File: config.mk
export PLATFORM = sky130hd
export DESIGN_NAME = atgr_grade
export DESIGN_NICKNAME = d
export VERILOG_FILES = /design/src/hw/rtl/atgr_pkg.sv /design/src/hw/rtl/atgr_grade.sv
export SDC_FILE = /design/constraint.sdc
export NUM_CORES = 2
export LEC_CHECK = 0
export ABC_CLOCK_PERIOD_IN_PS = 13500
export CAP_MARGIN = 10
export CORE_MARGIN = 2
export CORE_UTILIZATION = 55
export CTS_CLUSTER_DIAMETER = 30
export DETAILED_ROUTE_END_ITERATION = 8
export DONT_BUFFER_PORTS = 1
export GPL_TIMING_DRIVEN = 0
export PLACE_DENSITY = 0.72
export SLEW_MARGIN = 25
export SYNTH_ARGS = -nofsm -noshare
export SYNTH_HDL_FRONTEND = slang
export SYNTH_SLANG_ARGS = --single-unit
File: constraint.sdc
create_clock -name aclk -period 13.5 [get_ports aclk]
set_input_delay 1.35 -clock aclk [delete_from_list [all_inputs] [get_ports aclk]]
set_output_delay 1.35 -clock aclk [all_outputs]
set_load 0.005 [all_outputs]
File: src/hw/rtl/atgr_pkg.sv
// shared types, constants and widths for the ambient tint grade resolver
`timescale 1ns / 1ps
package atgr_pkg;

    localparam int FRAC_BITS = 12;
    localparam logic [15:0] ONE  = 16'(1 << FRAC_BITS);
    localparam logic [15:0] HALF = 16'(1 << (FRAC_BITS - 1));

    // rec.709 luminance weights, q0.16, they sum to 65536
    localparam logic [15:0] LUM_R = 16'd13933;
    localparam logic [15:0] LUM_G = 16'd46871;
    localparam logic [15:0] LUM_B = 16'd4732;
    localparam logic [16:0] LUM_HALF = 17'd32768;

    localparam int CH_W  = 16;  // input channel width
    localparam int OUT_W = 15;  // output channel width
    localparam int T_W   = 18;  // tint width after chroma normalization
    localparam int DIV_W = 34;  // dividend and quotient width
    localparam int DEN_W = 18;  // divisor width

    typedef enum logic [2:0] {
        REG_GRADE_ENABLE    = 3'd0,
        REG_CHROMA_ONLY     = 3'd1,
        REG_ACTOR_WEIGHT    = 3'd2,
        REG_MAX_DARKENING   = 3'd3,
        REG_MAX_BRIGHTENING = 3'd4,
        REG_GRADE_STRENGTH  = 3'd5
    } reg_index_t;

    // saturated view of the configuration registers
    typedef struct packed {
        logic        enable;
        logic        chroma;
        logic [12:0] weight;
        logic [12:0] flo;
        logic [14:0] cei;
        logic [12:0] strength;
    } cfg_t;

    // data that travels beside the divider lanes
    typedef struct packed {
        logic                neutral;
        logic                bypass;
        logic [3*T_W-1:0]    orig;
    } side_t;

endpackage

File: src/hw/rtl/atgr_grade.sv
// final rail clamp, strength blend toward white and the output register
`timescale 1ns / 1ps
module atgr_grade (
    input  logic                          aclk,
    input  logic                          aresetn,
    input  logic                          en,
    input  atgr_pkg::cfg_t                cfg,
    input  logic                          in_valid,
    input  logic                          in_neutral,
    input  logic [atgr_pkg::DIV_W-1:0]    in_tint [3],
    output logic                          out_valid,
    output logic [atgr_pkg::OUT_W-1:0]    out_tint [3],
    output logic                          out_active
);

    logic                        v1_reg, v2_reg, v3_reg;
    logic                        n1_reg, n2_reg;
    logic [atgr_pkg::OUT_W-1:0]  c1_reg [3];
    logic [27:0]                 p2_reg [3];
    logic                        up2_reg [3];
    logic [atgr_pkg::OUT_W-1:0]  res_reg [3];
    logic                        act_reg;

    logic [atgr_pkg::OUT_W-1:0]  c_next [3];
    logic [atgr_pkg::OUT_W-1:0]  res_next [3];
    logic                        act_next;

    always_comb begin
        for (int c = 0; c < 3; c++) begin
            if (in_tint[c] < atgr_pkg::DIV_W'(cfg.flo)) begin
                c_next[c] = atgr_pkg::OUT_W'(cfg.flo);
            end else if (in_tint[c] > atgr_pkg::DIV_W'(cfg.cei)) begin
                c_next[c] = cfg.cei;
            end else begin
                c_next[c] = in_tint[c][atgr_pkg::OUT_W-1:0];
            end
        end
    end

    always_comb begin
        logic [28:0] rnd;
        logic [15:0] adj;
        logic [15:0] val;
        act_next = 1'b0;
        for (int c = 0; c < 3; c++) begin
            rnd = {1'b0, p2_reg[c]} + 29'(atgr_pkg::HALF);
            adj = 16'(rnd >> atgr_pkg::FRAC_BITS);
            val = up2_reg[c] ? (atgr_pkg::ONE + adj) : (atgr_pkg::ONE - adj);
            if (n2_reg) begin
                val = atgr_pkg::ONE;
            end
            res_next[c] = val[atgr_pkg::OUT_W-1:0];
            if (val != atgr_pkg::ONE) begin
                act_next = 1'b1;
            end
        end
    end

    always_ff @(posedge aclk) begin
        if (!aresetn) begin
            v1_reg <= 1'b0;
            v2_reg <= 1'b0;
            v3_reg <= 1'b0;
        end else if (en) begin
            v1_reg <= in_valid;
            v2_reg <= v1_reg;
            v3_reg <= v2_reg;
        end
    end

    always_ff @(posedge aclk) begin
        logic [atgr_pkg::OUT_W-1:0] d;
        if (en) begin
            n1_reg <= in_neutral;
            n2_reg <= n1_reg;
            act_reg <= act_next;
            for (int c = 0; c < 3; c++) begin
                c1_reg[c]  <= c_next[c];
                up2_reg[c] <= (c1_reg[c] >= atgr_pkg::OUT_W'(atgr_pkg::ONE));
                d = (c1_reg[c] >= atgr_pkg::OUT_W'(atgr_pkg::ONE))
                    ? (c1_reg[c] - atgr_pkg::OUT_W'(atgr_pkg::ONE))
                    : (atgr_pkg::OUT_W'(atgr_pkg::ONE) - c1_reg[c]);
                p2_reg[c]  <= 28'(d) * 28'(cfg.strength);
                res_reg[c] <= res_next[c];
            end
        end
    end

    assign out_valid  = v3_reg;
    assign out_active = act_reg;
    always_comb begin
        for (int c = 0; c < 3; c++) begin
            out_tint[c] = res_reg[c];
        end
    end

endmodule

======== Yosys cells after proc, flatten, opt, wreduce, memory -nomap -nowiden ========
Memories as Yosys holds them, arrays and structs flattened.
Cells that the tools add are included.
storage, ports and cells
  RAM bits ................................ 177
  output and inout bits ................... 47
  register bits after elaboration ......... 6
  logic and storage cells ................. 59
  input port bits ......................... 163
  memories kept ........................... 4
operators by class
  $add $sub $neg .......................... 15
  $mul .................................... 3
  $lt $le $gt $ge ......................... 9
  mux-type cells .......................... 18
  reduce and logical (&&, ||, !) cells .... 1
  equality and inequality tests ........... 3
memories
  memory   depth  width  read ports  clocked after memory_dff  write ports  RTL line          source
  p2_reg   3      28     3           0                         3            atgr_grade.sv:19  logic [27:0] p2_reg [3];
  c1_reg   3      15     3           0                         3            atgr_grade.sv:18  logic [atgr_pkg::OUT_W-1:0] c1_reg [3];
  res_reg  3      15     3           0                         3            atgr_grade.sv:21  logic [atgr_pkg::OUT_W-1:0] res_reg [3];
  up2_reg  3      1      3           0                         3            atgr_grade.sv:20  logic up2_reg [3];
operators by type and width
  cell                                                                 count
  2-to-1 mux 15 bit                                                    9
  > comparator 34 x 15 -> 1 bit                                        3
  < comparator 34 x 13 -> 1 bit                                        3
  2-to-1 mux 16 bit                                                    6
  adder 28 x 12 -> 28 bit, second input constant                       3
  multiplier 15 x 13 -> 28 bit                                         3
  adder 13 x 16 -> 16 bit, first input constant                        3
  inequality test 16 x 13 -> 1 bit, second input constant              3
  subtractor 13 x 16 -> 16 bit, first input constant                   3
  greater-or-equal comparator 15 x 13 -> 1 bit, second input constant  3
  subtractor 13 x 15 -> 15 bit, first input constant                   3
  subtractor 15 x 13 -> 15 bit, second input constant                  3
  2-to-1 mux 1 bit                                                     3
  OR reduction 2 bit                                                   1

======== Longest topological paths before layout ========
  word-level depth ........................ 6
  mapped depth ............................ 32
  depth with buffers taken out ............ 31

======== Worst setup path after synthesis ========
No wires, ideal clock.
  path kind ............................... reg-to-reg
  start point ............................. memory c1_reg[0][0] in the netlist's numbering
  end point ............................... memory p2_reg[0][22], data pin
  path buffers ............................ 2
  cell stages (with the launch flop) ...... 29
  path slack .............................. 6,215 ps
  required time ........................... 13,242 ps
  library setup time ...................... 258 ps
  arrival time ............................ 7,027 ps
  period minus slack after synthesis ...... 7,285 ps
  path through ............................ edfxtp_1 -> clkbuf_1 -> inv_1 -> ha_1 -> nor3b_1 -> a41oi_2 -> o21ai_0 -> xnor2_1 -> clkbuf_1 -> nand2_1 -> fa_1 -> fa_1 -> inv_1 -> fa_1 -> fa_1 -> inv_1 -> fa_1 -> inv_1 -> ha_1 -> and4_1 -> a221oi_1 -> o21ai_0 -> a2111oi_1 -> o41ai_1 -> and2_1 -> o21a_1 -> or2_1 -> a21oi_1 -> xnor2_1
RTL lines
  what                RTL line
  start: declaration  atgr_grade.sv:18
  end: declaration    atgr_grade.sv:19

==> results.sh <==
export IMPL_drive_above_1_share=0.02726
export IMPL_core_area_sq_mm=0.05287
export IMPL_setup_worst_path_end="p2_reg[0][52]"
export IMPL_r2r_start="c1_reg[0][15]"
export IMPL_synthCells=3269
export IMPL_yosys_warnings=0
export IMPL_ys_ff_latch=150
export IMPL_core_rowCount=84
export IMPL_post_dp_hpwl_um=67230
export IMPL_cp_startpoint="c1_reg[0][15]"
export IMPL_required_ns=13.74
export IMPL_post_cts_buffers=0
export IMPL_ff2ff_path_depth=27
export IMPL_synth_simple_gate_area_share=0.1795
export IMPL_yosysTopAreaCell="fa_1"
export IMPL_fin_crit_sh=0.6570
export IMPL_maxCapViolations=0
export IMPL_synthMuxAreaShare=0.02770
export IMPL_critPathCaptureType="register"
export IMPL_avgRoutedWirePerCell_um=20.03
export IMPL_setup_viol=0
export IMPL_fin_setup_tns_ns=0
export IMPL_clock_sinks=150
export IMPL_grt_pass1_vias=23920
export IMPL_period_minus_slack_ns=8.870
export IMPL_die_area_sq_mm=0.05558
export IMPL_synthTopCellsByArea="fa_1 29%, edfxtp_1 15%, ha_1 13%"
export IMPL_post_cts_resized=0
export IMPL_grt_overflow=0
export IMPL_ys_seq_area_frac=0.1515
export IMPL_route_detailed_drc=0
export IMPL_synth_fa_ha_area_frac=0.4221
export IMPL_clockRootBuffer="clkbuf_16"
export IMPL_dp_cells=3957
export IMPL_worst_pin_slew_ns=0.8872
export IMPL_worstReg2RegEnd="p2_reg[0][52]"
export IMPL_finalWeightedCongestion=0.9748
export IMPL_dp_worst_setup_slack_ns=4.760
export IMPL_drt_pass1_iter_count=8
export IMPL_synth_top_family_by_area="adder cells"
export IMPL_io_pins=210
export IMPL_relSlewSlack=0.3933
export IMPL_clk_latency_ns=0.50
export IMPL_grt_start_max_net_pins=151
export IMPL_status="finished, final reports clean"
export IMPL_netlist_area_sq_mm=0.02954
export IMPL_fp_dieW_um=235.7
export IMPL_start_util=0.5587
export IMPL_slowest_stage="a2111oi_0"
export IMPL_hp_class="reg2reg"
export IMPL_synthDistinctLibCells=84
export IMPL_ir_drop_uv=216.8
export IMPL_synth_ff_type="edfxtp_1"
export IMPL_syn_avg_cell_area_sq_um=9.036
export IMPL_ctsHtreeMaxLevel=4
export IMPL_slowest_delay_ns=0.87
export IMPL_final_cells=3990
export IMPL_cts_buffers=17
export IMPL_syn_to_final_growth_pct=5.079
export IMPL_worst_ep_arrival_time_ns=9.11
export IMPL_chipHeight_um=235.7
export IMPL_crit_path_start_kind="register"
export IMPL_hold_ws_ns=0.5124
export IMPL_synth_compound_area_share=0.06820
export IMPL_nets=4192
export IMPL_powerDensity_mw_per_mm2=284.9
export IMPL_power_leakage_nw=14.92
export IMPL_utilization=0.5871
export IMPL_cts_tree="done"
export IMPL_cts_path_max_buffers=2
export IMPL_drt_wl_total_um=79910
export IMPL_layout_setup_ws_ns=4.630
export IMPL_portBuffers=0
export IMPL_slew_viol_final=0
export IMPL_criticalPathCategory="reg2reg"
export IMPL_mostFrequentLayoutCells="619 x inv_1, 426 x fa_1, 367 x nand2_1"
export IMPL_via_count=22684
export IMPL_crit_top_cell="fa_1"
export IMPL_path_clk_slew_ns=0.07
export IMPL_synth_xor_area_frac=0.05100
export IMPL_grt_first_pass_wirelength_um=127700
export IMPL_synth_edf_count=147
export IMPL_synth_top_area_share=0.2887
export IMPL_ff2ff_setup_slack_ns=4.63
export IMPL_clock_skew_ns=0.01663
export IMPL_drt_iter0_markers=1387
export IMPL_viasPerCell=5.685
export IMPL_maxClockFrequency_mhz=112.7
export IMPL_rsz0062_at_grt="no"
export IMPL_grt_usage=0.2961
export IMPL_timing_hold_violations_final=0
export IMPL_synth_async_reset_ratio=0
export IMPL_hold_buffers=0
export IMPL_antenna_left=0
export IMPL_mostFrequentLayoutCell="inv_1"
export IMPL_critical_path_peak_fanout=10
export IMPL_largest_reg_flops=51
export IMPL_syn_nets=4173
export IMPL_grt_antenna_before_repair=3
==> critical path, delay by kind of cell (launching register included) <==
kind / cells / cell delay, ns
AOI/OAI and AO/OA: 7 / 2.68
xor gates and xnor gates: 2 / 0.57
adders and majority gates: 7 / 3.21
buffers and inverters: 5 / 0.81
DFF: 1 / 0.44
and+or+nand+nor: 6 / 0.90
==> power by group <==
part | leakage [nW] | internal (mW) | total (mW) | switching [mW]
Sequential | 1.47 | 1.02 | 1.11 | 0.0903
Clock | 0.310 | 0.299 | 0.529 | 0.230
Combinational | 13.1 | 3.00 | 7.20 | 4.20
==> layout make-up <==
class / instances / area, sq um
fill: 4614 / 21830
sequential: 150 / 4474
clock buffer: 17 / 425.4
inverter: 621 / 2331
antenna: 1 / 2.502
clock inverter: 15 / 207.7
multi-input combinational: 2344 / 22110
tap: 688 / 860.8
buffer: 154 / 623.1
==> Yosys cell counts (35+ instances only) <==
| cell type | n |
|---|---|
| mux2i_1 | 75 |
| clkbuf_1 | 131 |
| nand4_1 | 37 |
| xor2_1 | 58 |
| a21oi_1 | 93 |
| o21ai_0 | 53 |
| and2_1 | 290 |
| nor3_1 | 35 |
| ha_1 | 315 |
| nor2_1 | 145 |
| nand2_1 | 367 |
| a21o_1 | 44 |
| xnor2_1 | 114 |
| inv_1 | 619 |
| fa_1 | 426 |
| edfxtp_1 | 147 |
==> kinds of logic after synthesis <==
family,Yosys count
multiplexers,81
AO/OA/AOI/OAI,307
adder cells (fa/ha/maj),741
flip-flops,150
XOR/XNOR,172
AND/OR/NAND/NOR,1043
buffers and inverters,775
==> per-stage QoR <==
stage               cell area [sq um]  power, mW
finish                          31040      8.844
global placement                30400      8.039
floorplan                       29540      6.520
global route                    31040      9.915
detailed placement              30400      8.242
CTS                             31030      8.838
==> metal layers <==
layer  GRT usage  up-vias  wire [um]
met4      0.1697        4       4903
met2      0.4814     1001      36650
met1      0.3570    11063      31270
met5           0        -         36
met3     0.07739      221       7054
li1            -    10395          -
==> worst min path at each step <==
stage	depth (start not counted)	slack (ns)	endpoint	from
after detailed placement	0	0.48	n2_reg	n1_reg
after global placement	0	0.47	n2_reg	n1_reg
after floorplan	0	0.40	n2_reg	n1_reg
after CTS	2	0.52	out_valid	v2_reg
final	0	0.51	n2_reg	n1_reg
after global routing	0	0.52	n2_reg	n1_reg
(Power assumes the default switching activity.)
