--- config.mk ---
export PLATFORM = sky130hd
export DESIGN_NAME = atgr_cfg
export DESIGN_NICKNAME = d
export VERILOG_FILES = /design/src/hw/rtl/atgr_pkg.sv /design/src/hw/rtl/atgr_cfg.sv
export SDC_FILE = /design/constraint.sdc
export NUM_CORES = 1
export LEC_CHECK = 0
export BUFFER_PORTS_ARGS = -buffer_cell sky130_fd_sc_hd__buf_2
export CELL_PAD_IN_SITES_DETAIL_PLACEMENT = 0
export CELL_PAD_IN_SITES_GLOBAL_PLACEMENT = 1
export CORE_MARGIN = 2
export CORE_UTILIZATION = 41
export DETAILED_ROUTE_END_ITERATION = 12
export PLACE_DENSITY = 0.93
export RECOVER_POWER = 25
export SLEW_MARGIN = 10
export SYNTH_ARGS = -nofsm -noshare
export SYNTH_HDL_FRONTEND = slang
export SYNTH_SLANG_ARGS = --single-unit
--- constraint.sdc ---
create_clock -name aclk -period 3.1 [get_ports aclk]
set_clock_uncertainty 0.2 [all_clocks]
set_input_delay 0.31 -clock aclk [delete_from_list [all_inputs] [get_ports aclk]]
set_output_delay 0.31 -clock aclk [all_outputs]
set_load 0.01 [all_outputs]
--- src/hw/rtl/atgr_pkg.sv ---
// shared types, constants and widths for the ambient tint grade resolver
`timescale 1ns / 1ps
package atgr_pkg;

    localparam int FRAC_BITS = 12;
    localparam logic [15:0] ONE  = 16'(1 << FRAC_BITS);
    localparam logic [15:0] HALF = 16'(1 << (FRAC_BITS - 1));

    // rec.709 luminance weights, q0.16, they sum to 65536
    localparam logic [15:0] LUM_R = 16'd13933;
    localparam logic [15:0] LUM_G = 16'd46871;
    localparam logic [15:0] LUM_B = 16'd4732;
    localparam logic [16:0] LUM_HALF = 17'd32768;

    localparam int CH_W  = 16;  // input channel width
    localparam int OUT_W = 15;  // output channel width
    localparam int T_W   = 18;  // tint width after chroma normalization
    localparam int DIV_W = 34;  // dividend and quotient width
    localparam int DEN_W = 18;  // divisor width

    typedef enum logic [2:0] {
        REG_GRADE_ENABLE    = 3'd0,
        REG_CHROMA_ONLY     = 3'd1,
        REG_ACTOR_WEIGHT    = 3'd2,
        REG_MAX_DARKENING   = 3'd3,
        REG_MAX_BRIGHTENING = 3'd4,
        REG_GRADE_STRENGTH  = 3'd5
    } reg_index_t;

    // saturated view of the configuration registers
    typedef struct packed {
        logic        enable;
        logic        chroma;
        logic [12:0] weight;
        logic [12:0] flo;
        logic [14:0] cei;
        logic [12:0] strength;
    } cfg_t;

    // data that travels beside the divider lanes
    typedef struct packed {
        logic                neutral;
        logic                bypass;
        logic [3*T_W-1:0]    orig;
    } side_t;

endpackage

--- src/hw/rtl/atgr_cfg.sv ---
// configuration registers with saturation of weight, rails and strength
`timescale 1ns / 1ps
module atgr_cfg (
    input  logic                 aclk,
    input  logic                 aresetn,
    input  logic                 cfg_we,
    input  logic [2:0]           cfg_index,
    input  logic [14:0]          cfg_data,
    output atgr_pkg::cfg_t       cfg
);

    logic        enable_reg;
    logic        chroma_reg;
    logic [12:0] weight_reg;
    logic [12:0] dark_reg;
    logic [14:0] bright_reg;
    logic [12:0] strength_reg;

    always_ff @(posedge aclk) begin
        if (!aresetn) begin
            enable_reg   <= 1'b0;
            chroma_reg   <= 1'b0;
            weight_reg   <= 13'd2048;
            dark_reg     <= 13'd0;
            bright_reg   <= 15'd32767;
            strength_reg <= 13'd4096;
        end else if (cfg_we) begin
            case (atgr_pkg::reg_index_t'(cfg_index))
                atgr_pkg::REG_GRADE_ENABLE:    enable_reg   <= cfg_data[0];
                atgr_pkg::REG_CHROMA_ONLY:     chroma_reg   <= cfg_data[0];
                atgr_pkg::REG_ACTOR_WEIGHT:    weight_reg   <= cfg_data[12:0];
                atgr_pkg::REG_MAX_DARKENING:   dark_reg     <= cfg_data[12:0];
                atgr_pkg::REG_MAX_BRIGHTENING: bright_reg   <= cfg_data;
                atgr_pkg::REG_GRADE_STRENGTH:  strength_reg <= cfg_data[12:0];
                default: ;
            endcase
        end
    end

    always_comb begin
        cfg.enable   = enable_reg;
        cfg.chroma   = chroma_reg;
        cfg.weight   = (weight_reg > 13'(atgr_pkg::ONE)) ? 13'(atgr_pkg::ONE) : weight_reg;
        cfg.flo      = (dark_reg > 13'(atgr_pkg::ONE)) ? 13'(atgr_pkg::ONE) : dark_reg;
        cfg.cei      = (bright_reg < 15'(atgr_pkg::ONE)) ? 15'(atgr_pkg::ONE) : bright_reg;
        cfg.strength = (strength_reg > 13'(atgr_pkg::ONE)) ? 13'(atgr_pkg::ONE)
                                                           : strength_reg;
    end

endmodule

# [After elaboration in Yosys (flattened, before gate mapping)]
# Index checks and enable logic that the tools add are counted.
[totals] regBits=56 out_inout_bits=56
[classes] n_lt_le_gt_ge=4 n_eq_ne=5 n_mux=4 n_reduce_logical=7
[op_table] op="$gt 13x13->1 const B" count=3
[op_table] op="$mux 13" count=3
[op_table] op="$lt 15x13->1 const B" count=1
[op_table] op="$mux 15" count=1
[op_table] op="$reduce_and 2->1" count=6
[op_table] op="$eq 3x2->1 const B" count=2
[op_table] op="$eq 3x3->1 const B" count=2
[op_table] op="$eq 3x1->1 const B" count=1
[op_table] op="$logic_not 3->1" count=1

# [Depth between registers and ports, before layout]
# Gate-level depths: netlist of the first run.
[depth] word_depth=2 ltp_mapped=4

# [Least setup slack after synthesis of the first run]
# Ideal clock, no wire load.
[synth_path] path_type="register to output" from="reg bright_reg[14]" to="out cfg[20] in the netlist's numbering" t_arrival_ns=1.079 required_ns=2.590 setup_slack_ns=1.511 stages_incl_launch_ff=4 n_path_buf=1 path_cell_list="dfxtp_1 > nor3_1 > clkbuf_1 > and2b_1"
[synth_rtl] element="start, declared" line_no="atgr_cfg.sv:16" text="logic [14:0] bright_reg;"
[synth_rtl] element="start signal, assigned" line_no="atgr_cfg.sv:33" text="atgr_pkg::REG_MAX_BRIGHTENING: bright_reg <= cfg_data;"
[synth_rtl] element="end, declared" line_no="atgr_cfg.sv:9" text="output atgr_pkg::cfg_t cfg"

==> reports/metrics.cfg, run 1 <==
[die]
dieHeight_um=84.04
start_util_pct=41.84
num_rows=29
dieArea_mm2=0.007062
io_pins=77
fp.dieW_um=84.04
design.core.area_mm2=0.006277

[synthesis]
yosys_register_bits=56
synth-edff-count=0
muxShareOfSynthArea_pct=21.34
yosys.cell_types.count=18
syn_area_mm2=0.002626
ys_top_cells_by_count=nor2b_1 (77), dfxtp_1 (56), mux2i_1 (56), nand2_1 (52), clkbuf_1 (13)
synth_compound_area_share_pct=0.2859
async_reset_ff_share_pct=0
synth_area_leaders=dfxtp_1 (43%), mux2i_1 (21%), nor2b_1 (18%)
netlist_instances=279
syn-mean-instance-area_um2=9.413
yosys.area.top_type=dfxtp_1
syn_nets=300
ys_warn_count=0
ys_seq_area_share_pct=42.69
yosys.area_share.simple_pct=29.49
yosysMostFrequentCell=nor2b_1
synth-xor-area-share_pct=0
synth_top_area_share_pct=42.69
ys.flop_type=dfxtp_1
synth_fa_ha_area_share_pct=0
synth_top_family_by_area=simple AND/OR/NAND/NOR gates

[timing]
hold_slack_ps=49.44
worstMarginPinSlew_ps=918.0
drv_slew=0
slew_headroom_pct=38.80
setup_ws_ps=1202
finalSetupViolCount=0
fin_tns_setup_ps=0
fin_crit_ps=1898
rsz0062_at_grt=false
finalCritPeriodShare_pct=61.23
hold_viol=0
max_freq_mhz=526.8

[global_route]
antenna_found_initial=0
grt-ovfl-total=0
grt_pass1_vias=1865
track_usage_pct=16.77
grt_first_pass_wirelength_um=9390
grt_max_degree=64

[pwr]
cellLeakagePower_uw=0.001387
ir_drop_uv=232.9
power.density_mw_per_mm2=420.4

[critical_path]
start_kind=flip-flop
ff2ff_setup_slack_ps=1950
cp.buffers_inverters=2
crit_cells=4
reg2reg_from=dark_reg[12]
path_max_fanout=12
endpoint_kind=primary output
crit_chain=nor3_1 -> buf_4 -> and2b_1 -> buf_2
cp_data_required_time_ps=2590
rr_endpoint=dark_reg[12]
crit_start=bright_reg[14]
critPathSlowestCell=dfxtp_1
crit_family=simple AND/OR/NAND/NOR gates
cp_slowest_stage_delay_ps=340
endpoint=cfg[20]
criticalPathCategory=reg2out
r2r_cells=2
cp.arrival_ps=1390

[placement]
dp_hpwl_um=4107
port_buffers=76
dp_slack_ps=1167
placed_area_mm2=0.002963
placed_cells=408
globalplace.congestion=0.7330

[routing]
drc=0
wl_per_cell_um=13.95
first_iter_violations=63
wl_um=5805
ant_nets=0
dr.pass1.iters=4
avgViaCountPerCell=4.620
vias=1922

[cts]
cts_tree=done
holdBufCountCts=0
numCtsBuffers=5
htreeDepth=2
clk-insertion-delay-late_ps=310
clock_path_buffers=2
root_buffer=clkbuf_8
clkTransAtPathRegs_ps=100
cts.sinks=56
cts_resized=0
postCtsSetupBuffers=0

[final_layout]
synthToLayoutAreaGrowth_pct=15.82
largest_register_ff_count=15
final_cells=416
layout-drive-gt1-share_pct=23.60
stdcell_area_mm2=0.003042
antenna-diode-count=0
finish.net_count=359
fillers=623

[flow_run]
maxCapViolCount=0

[min_path]
holdCritPathClass=in2reg

[outcome]
outcome=completed

[worst register-to-register path, stage by stage, from the launching register on]
cell and delay, ps:
dfxtp_1 620, nand2_1 100, mux2i_1 160
[how the worst min path moves through the flow]
stage / to / depth (start not counted) / startpoint
floorplan: strength_reg[0] / 2 / strength_reg[0]
global placement: strength_reg[0] / 2 / strength_reg[0]
detailed placement: strength_reg[6] / 2 / strength_reg[6]
CTS: bright_reg[13] / 3 / cfg_data[13]
global route: bright_reg[8] / 3 / cfg_data[8]
finish: bright_reg[13] / 3 / cfg_data[13]
[routing by layer]
metal / global-route usage, % / vias to the layer above / routed length, um
met2: 25.54 / 54 / 2572
met3: 5.143 / 4 / 353
met4: 3.519 / 0 / 42
met1: 23.41 / 862 / 2837
met5: 0 / - / 0
li1: - / 1002 / -
[per-stage QoR]
stage                     util, %  power (uW)
after floorplan                 -       839.0
after global placement      47.20       879.7
after detailed placement    47.20       881.4
after CTS                   48.69        1289
after global routing        48.46        1330
final                       48.46        1279
[placed cells by master, fill, tap and decap left out, drive strengths merged]
cell,n
nor2b,77
buf,71
mux2i,56
dfxtp,56
nand2,52
clkbuf,15
and2b,3
and4bb,2
o21bai,1
nor3,1
nand4b,1
and4b,1
nand4bb,1
nor4b,1
clkinvlp,1
[cell type report]
type	instances	area (um^2)	area share, %
flip-flops and latches	56	1121	36.86
well taps	77	96.34	3.167
multi-input cells	196	1343	44.14
clock inverters	1	7.507	0.2468
clock buffers	7	86.33	2.838
repair buffers	79	387.9	12.75
[where the power goes]
group	switching, uW	leakage [uW]	internal (uW)
registers	10.6	0.000454	735
clock network	234	0.0000445	182
logic	65.8	0.000889	51.1
total	310	0.00139	968
[logic make-up after synthesis]
kind of cell / after synthesis
muxes: 56
buffers and inverters: 27
and+or+nand+nor: 139
DFF: 56
AOI/OAI and AO/OA: 1
Power figures use the tool's default switching activity.
==> run 2, diff against run 1 <==
Settings changed: CORE_UTILIZATION 41 to 38, PLACE_DENSITY 0.93 to 0.88.
Clock period 3.1 ns to 1.8 ns, I/O delays scaled along.
==> run 2 against run 1 <==
Final cell count up 6.3%. Routed wire length up 1.8%. Flip-flop and latch count unchanged. Register-to-register slack worse by 1300 ps. Count of clock-buffer cells in the layout down 2. Worst hold slack worse by 49 ps. Power up 75%. Clock power up 73%. Cell area up 7.9%.
==> reports/metrics.cfg, run 2 (synthesis gave the netlist of run 1 again) <==
[final_layout]
layout-drive-gt1-share_pct=26.80  ; was 23.60%
antenna-diode-count=0  ; unchanged
synthToLayoutAreaGrowth_pct=25.01  ; was 15.82%
finish.net_count=382  ; was 359
multiInputGateArea_mm2=0.001354  ; was 0.001343 mm^2
final_cells=442  ; was 416
mostFrequentLayoutCell=nor2b_1  ; unchanged
seq_area_mm2=0.001122  ; was 0.001121 mm^2
fillers=671  ; was 623
post-route-util_pct=48.59  ; was 48.46%
largest_register_ff_count=15  ; unchanged
final_cell_mix=nor2b_1 (77), buf_2 (74), mux2i_1 (56), dfxtp_1 (55), nand2_1 (52)  ; was nor2b_1 (77), buf_2 (70), mux2i_1 (56), dfxtp_1 (56), nand2_1 (52)
stdcell_area_mm2=0.003283  ; was 0.003042 mm^2

[placement]
globalplace.congestion=0.7806  ; was 0.7330
placed_cells=417  ; was 408
placed_area_mm2=0.003037  ; was 0.002963 mm^2
dp_hpwl_um=4243  ; was 4107 um
port_buffers=76  ; unchanged

[pwr]
p_int_uw=1666  ; was 968.2 uW
seqPwrFrac_pct=57.4  ; was 58.3%
power.density_mw_per_mm2=681.8  ; was 420.4 mW/mm^2
clockPowerShare_pct=32.1  ; was 32.6%
power_switching_uw=572.9  ; was 310.5 uW
cellLeakagePower_uw=0.001524  ; was 0.001387 uW
total_power_uw=2239  ; was 1279 uW
p_comb_share_pct=10.4  ; was 9.1%
ir_drop_uv=351.5  ; was 232.9 uV
switching_share_pct=25.59  ; was 24.28%

[timing]
finalSetupViolCount=0  ; unchanged
rsz0062_at_grt=false  ; unchanged
drv_slew=0  ; unchanged
slew_headroom_pct=48.98  ; was 38.80%
max_freq_mhz=579.5
worstMarginPinSlew_ps=765.3  ; was 918.0 ps
hold_viol=0  ; unchanged
fin_tns_setup_ps=0  ; unchanged
fin_crit_ps=1726
finalCritPeriodShare_pct=95.87

[cts]
clk-insertion-delay-late_ps=300  ; was 310 ps
clock_path_buffers=2  ; unchanged
clkTransAtPathRegs_ps=100  ; about the same
cts.sinks=56  ; unchanged
root_buffer=clkbuf_8  ; unchanged
htreeDepth=2  ; unchanged
cts_tree=done  ; unchanged
numCtsBuffers=5  ; unchanged

[critical_path]
cp_slowest_stage_delay_ps=410  ; was 340 ps
path_max_fanout=7  ; was 12
start_kind=flip-flop  ; unchanged
cp_data_required_time_ps=1420  ; was 2590 ps
cpMostUsedCell=buf_4
endpoint_kind=primary output  ; unchanged
crit_chain=nor3_4 -> buf_4 -> buf_4 -> nor2b_1 -> buf_2  ; was nor3_1 -> buf_4 -> and2b_1 -> buf_2
cp.arrival_ps=1350  ; was 1390 ps
criticalPathCategory=reg2out  ; unchanged
critPathSlowestCell=dfxtp_1  ; unchanged

[die]
fp.dieW_um=87.14  ; was 84.04 um
num_rows=30  ; was 29
start_util_pct=38.87  ; was 41.84%
io_pins=77  ; unchanged
dieArea_mm2=0.007593  ; was 0.007062 mm^2
design.core.area_mm2=0.006756  ; was 0.006277 mm^2
dieHeight_um=87.14  ; was 84.04 um

[global_route]
grt-ovfl-total=0  ; unchanged
antenna_found_initial=0  ; unchanged
grt_max_degree=37  ; was 64
grt_first_pass_wirelength_um=9204  ; was 9390 um
grt_pass1_vias=1864  ; was 1865
track_usage_pct=15.74  ; was 16.77%

[outcome]
outcome=completed  ; unchanged

[routing]
ant_nets=0  ; unchanged
wl_um=5910  ; was 5805 um
drc=0  ; unchanged
vias=2042  ; was 1922
avgViaCountPerCell=4.620  ; about the same
first_iter_violations=71  ; was 63
dr.pass1.iters=4  ; unchanged
wl_per_cell_um=13.37  ; was 13.95 um

[min_path]
holdCritPathClass=in2reg  ; unchanged

[flow_run]
maxCapViolCount=0  ; unchanged

[run 2: changes by cell type in the layout (fill, tap and decap cells not counted), sizes merged]
cell and change:
buf +10, clkbuf -4, dlygate4sd3 +15, inv +2
[run 2: area by class of cell]
type	count	share of cell area [%]
flip-flops and latches	56	34.18
repair buffers	102	18.67
multi-input cells	196	41.23
well taps	80	3.049
clock buffers	5	2.096
clock inverters	3	0.7622
[run 2: what timing repair did]
action / 4_1_cts / 5_1_grt
pin swaps: 0 / 1
hold endpoints to repair: 19 / 0
gates resized for setup: 1 / 2
buffers inserted: 0 / 2
hold buffers: 15 / 0
setup endpoints to repair: 2 / 2
[run 2: power by group through the flow]
stage,Combinational [uW],Clock (uW),Sequential [uW]
3_5_place_dp,216,0,1310
6_report,233,719,1290
2_1_floorplan,141,0,1300
3_3_place_gp,213,0,1310
4_1_cts,242,729,1290
5_1_grt,254,786,1290
[run 2: path summary, 6_finish.rpt]
check / from / cells past startpoint / end / slack [ps]
setup / recovery: bright_reg[12] / 5 / cfg[17] / 70
hold reg to reg: enable_reg / 2 / enable_reg / 260
hold / removal: cfg_index[2] / 3 / enable_reg / 0.3
setup reg to reg: dark_reg[12] / 2 / dark_reg[12] / 670
[run 2: critical path, delay by kind of cell (launching register included)]
family | cells | cell delay (ps)
buffers and inverters | 3 | 450
flip-flops | 1 | 410
AND/OR/NAND/NOR | 2 | 180
[run 2: metal layers]
layer  part of all wire, %  global-route usage [%]  vias to the layer above
li1                      -                       -                     1054
met1                    49                   21.37                      930
met2                    45                   24.91                       53
met3                   5.2                   4.076                        5
met4                  0.96                   4.196                        0
met5                     0                       0                        -
[run 2: through the flow]
step	setup WS [ps]	hold slack [ps]
finish	74.40	0.3484
floorplan	341.5	141.0
global route	7.360	5.415
detailed placement	323.9	246.8
global placement	360.7	237.4
CTS	39.15	1.922
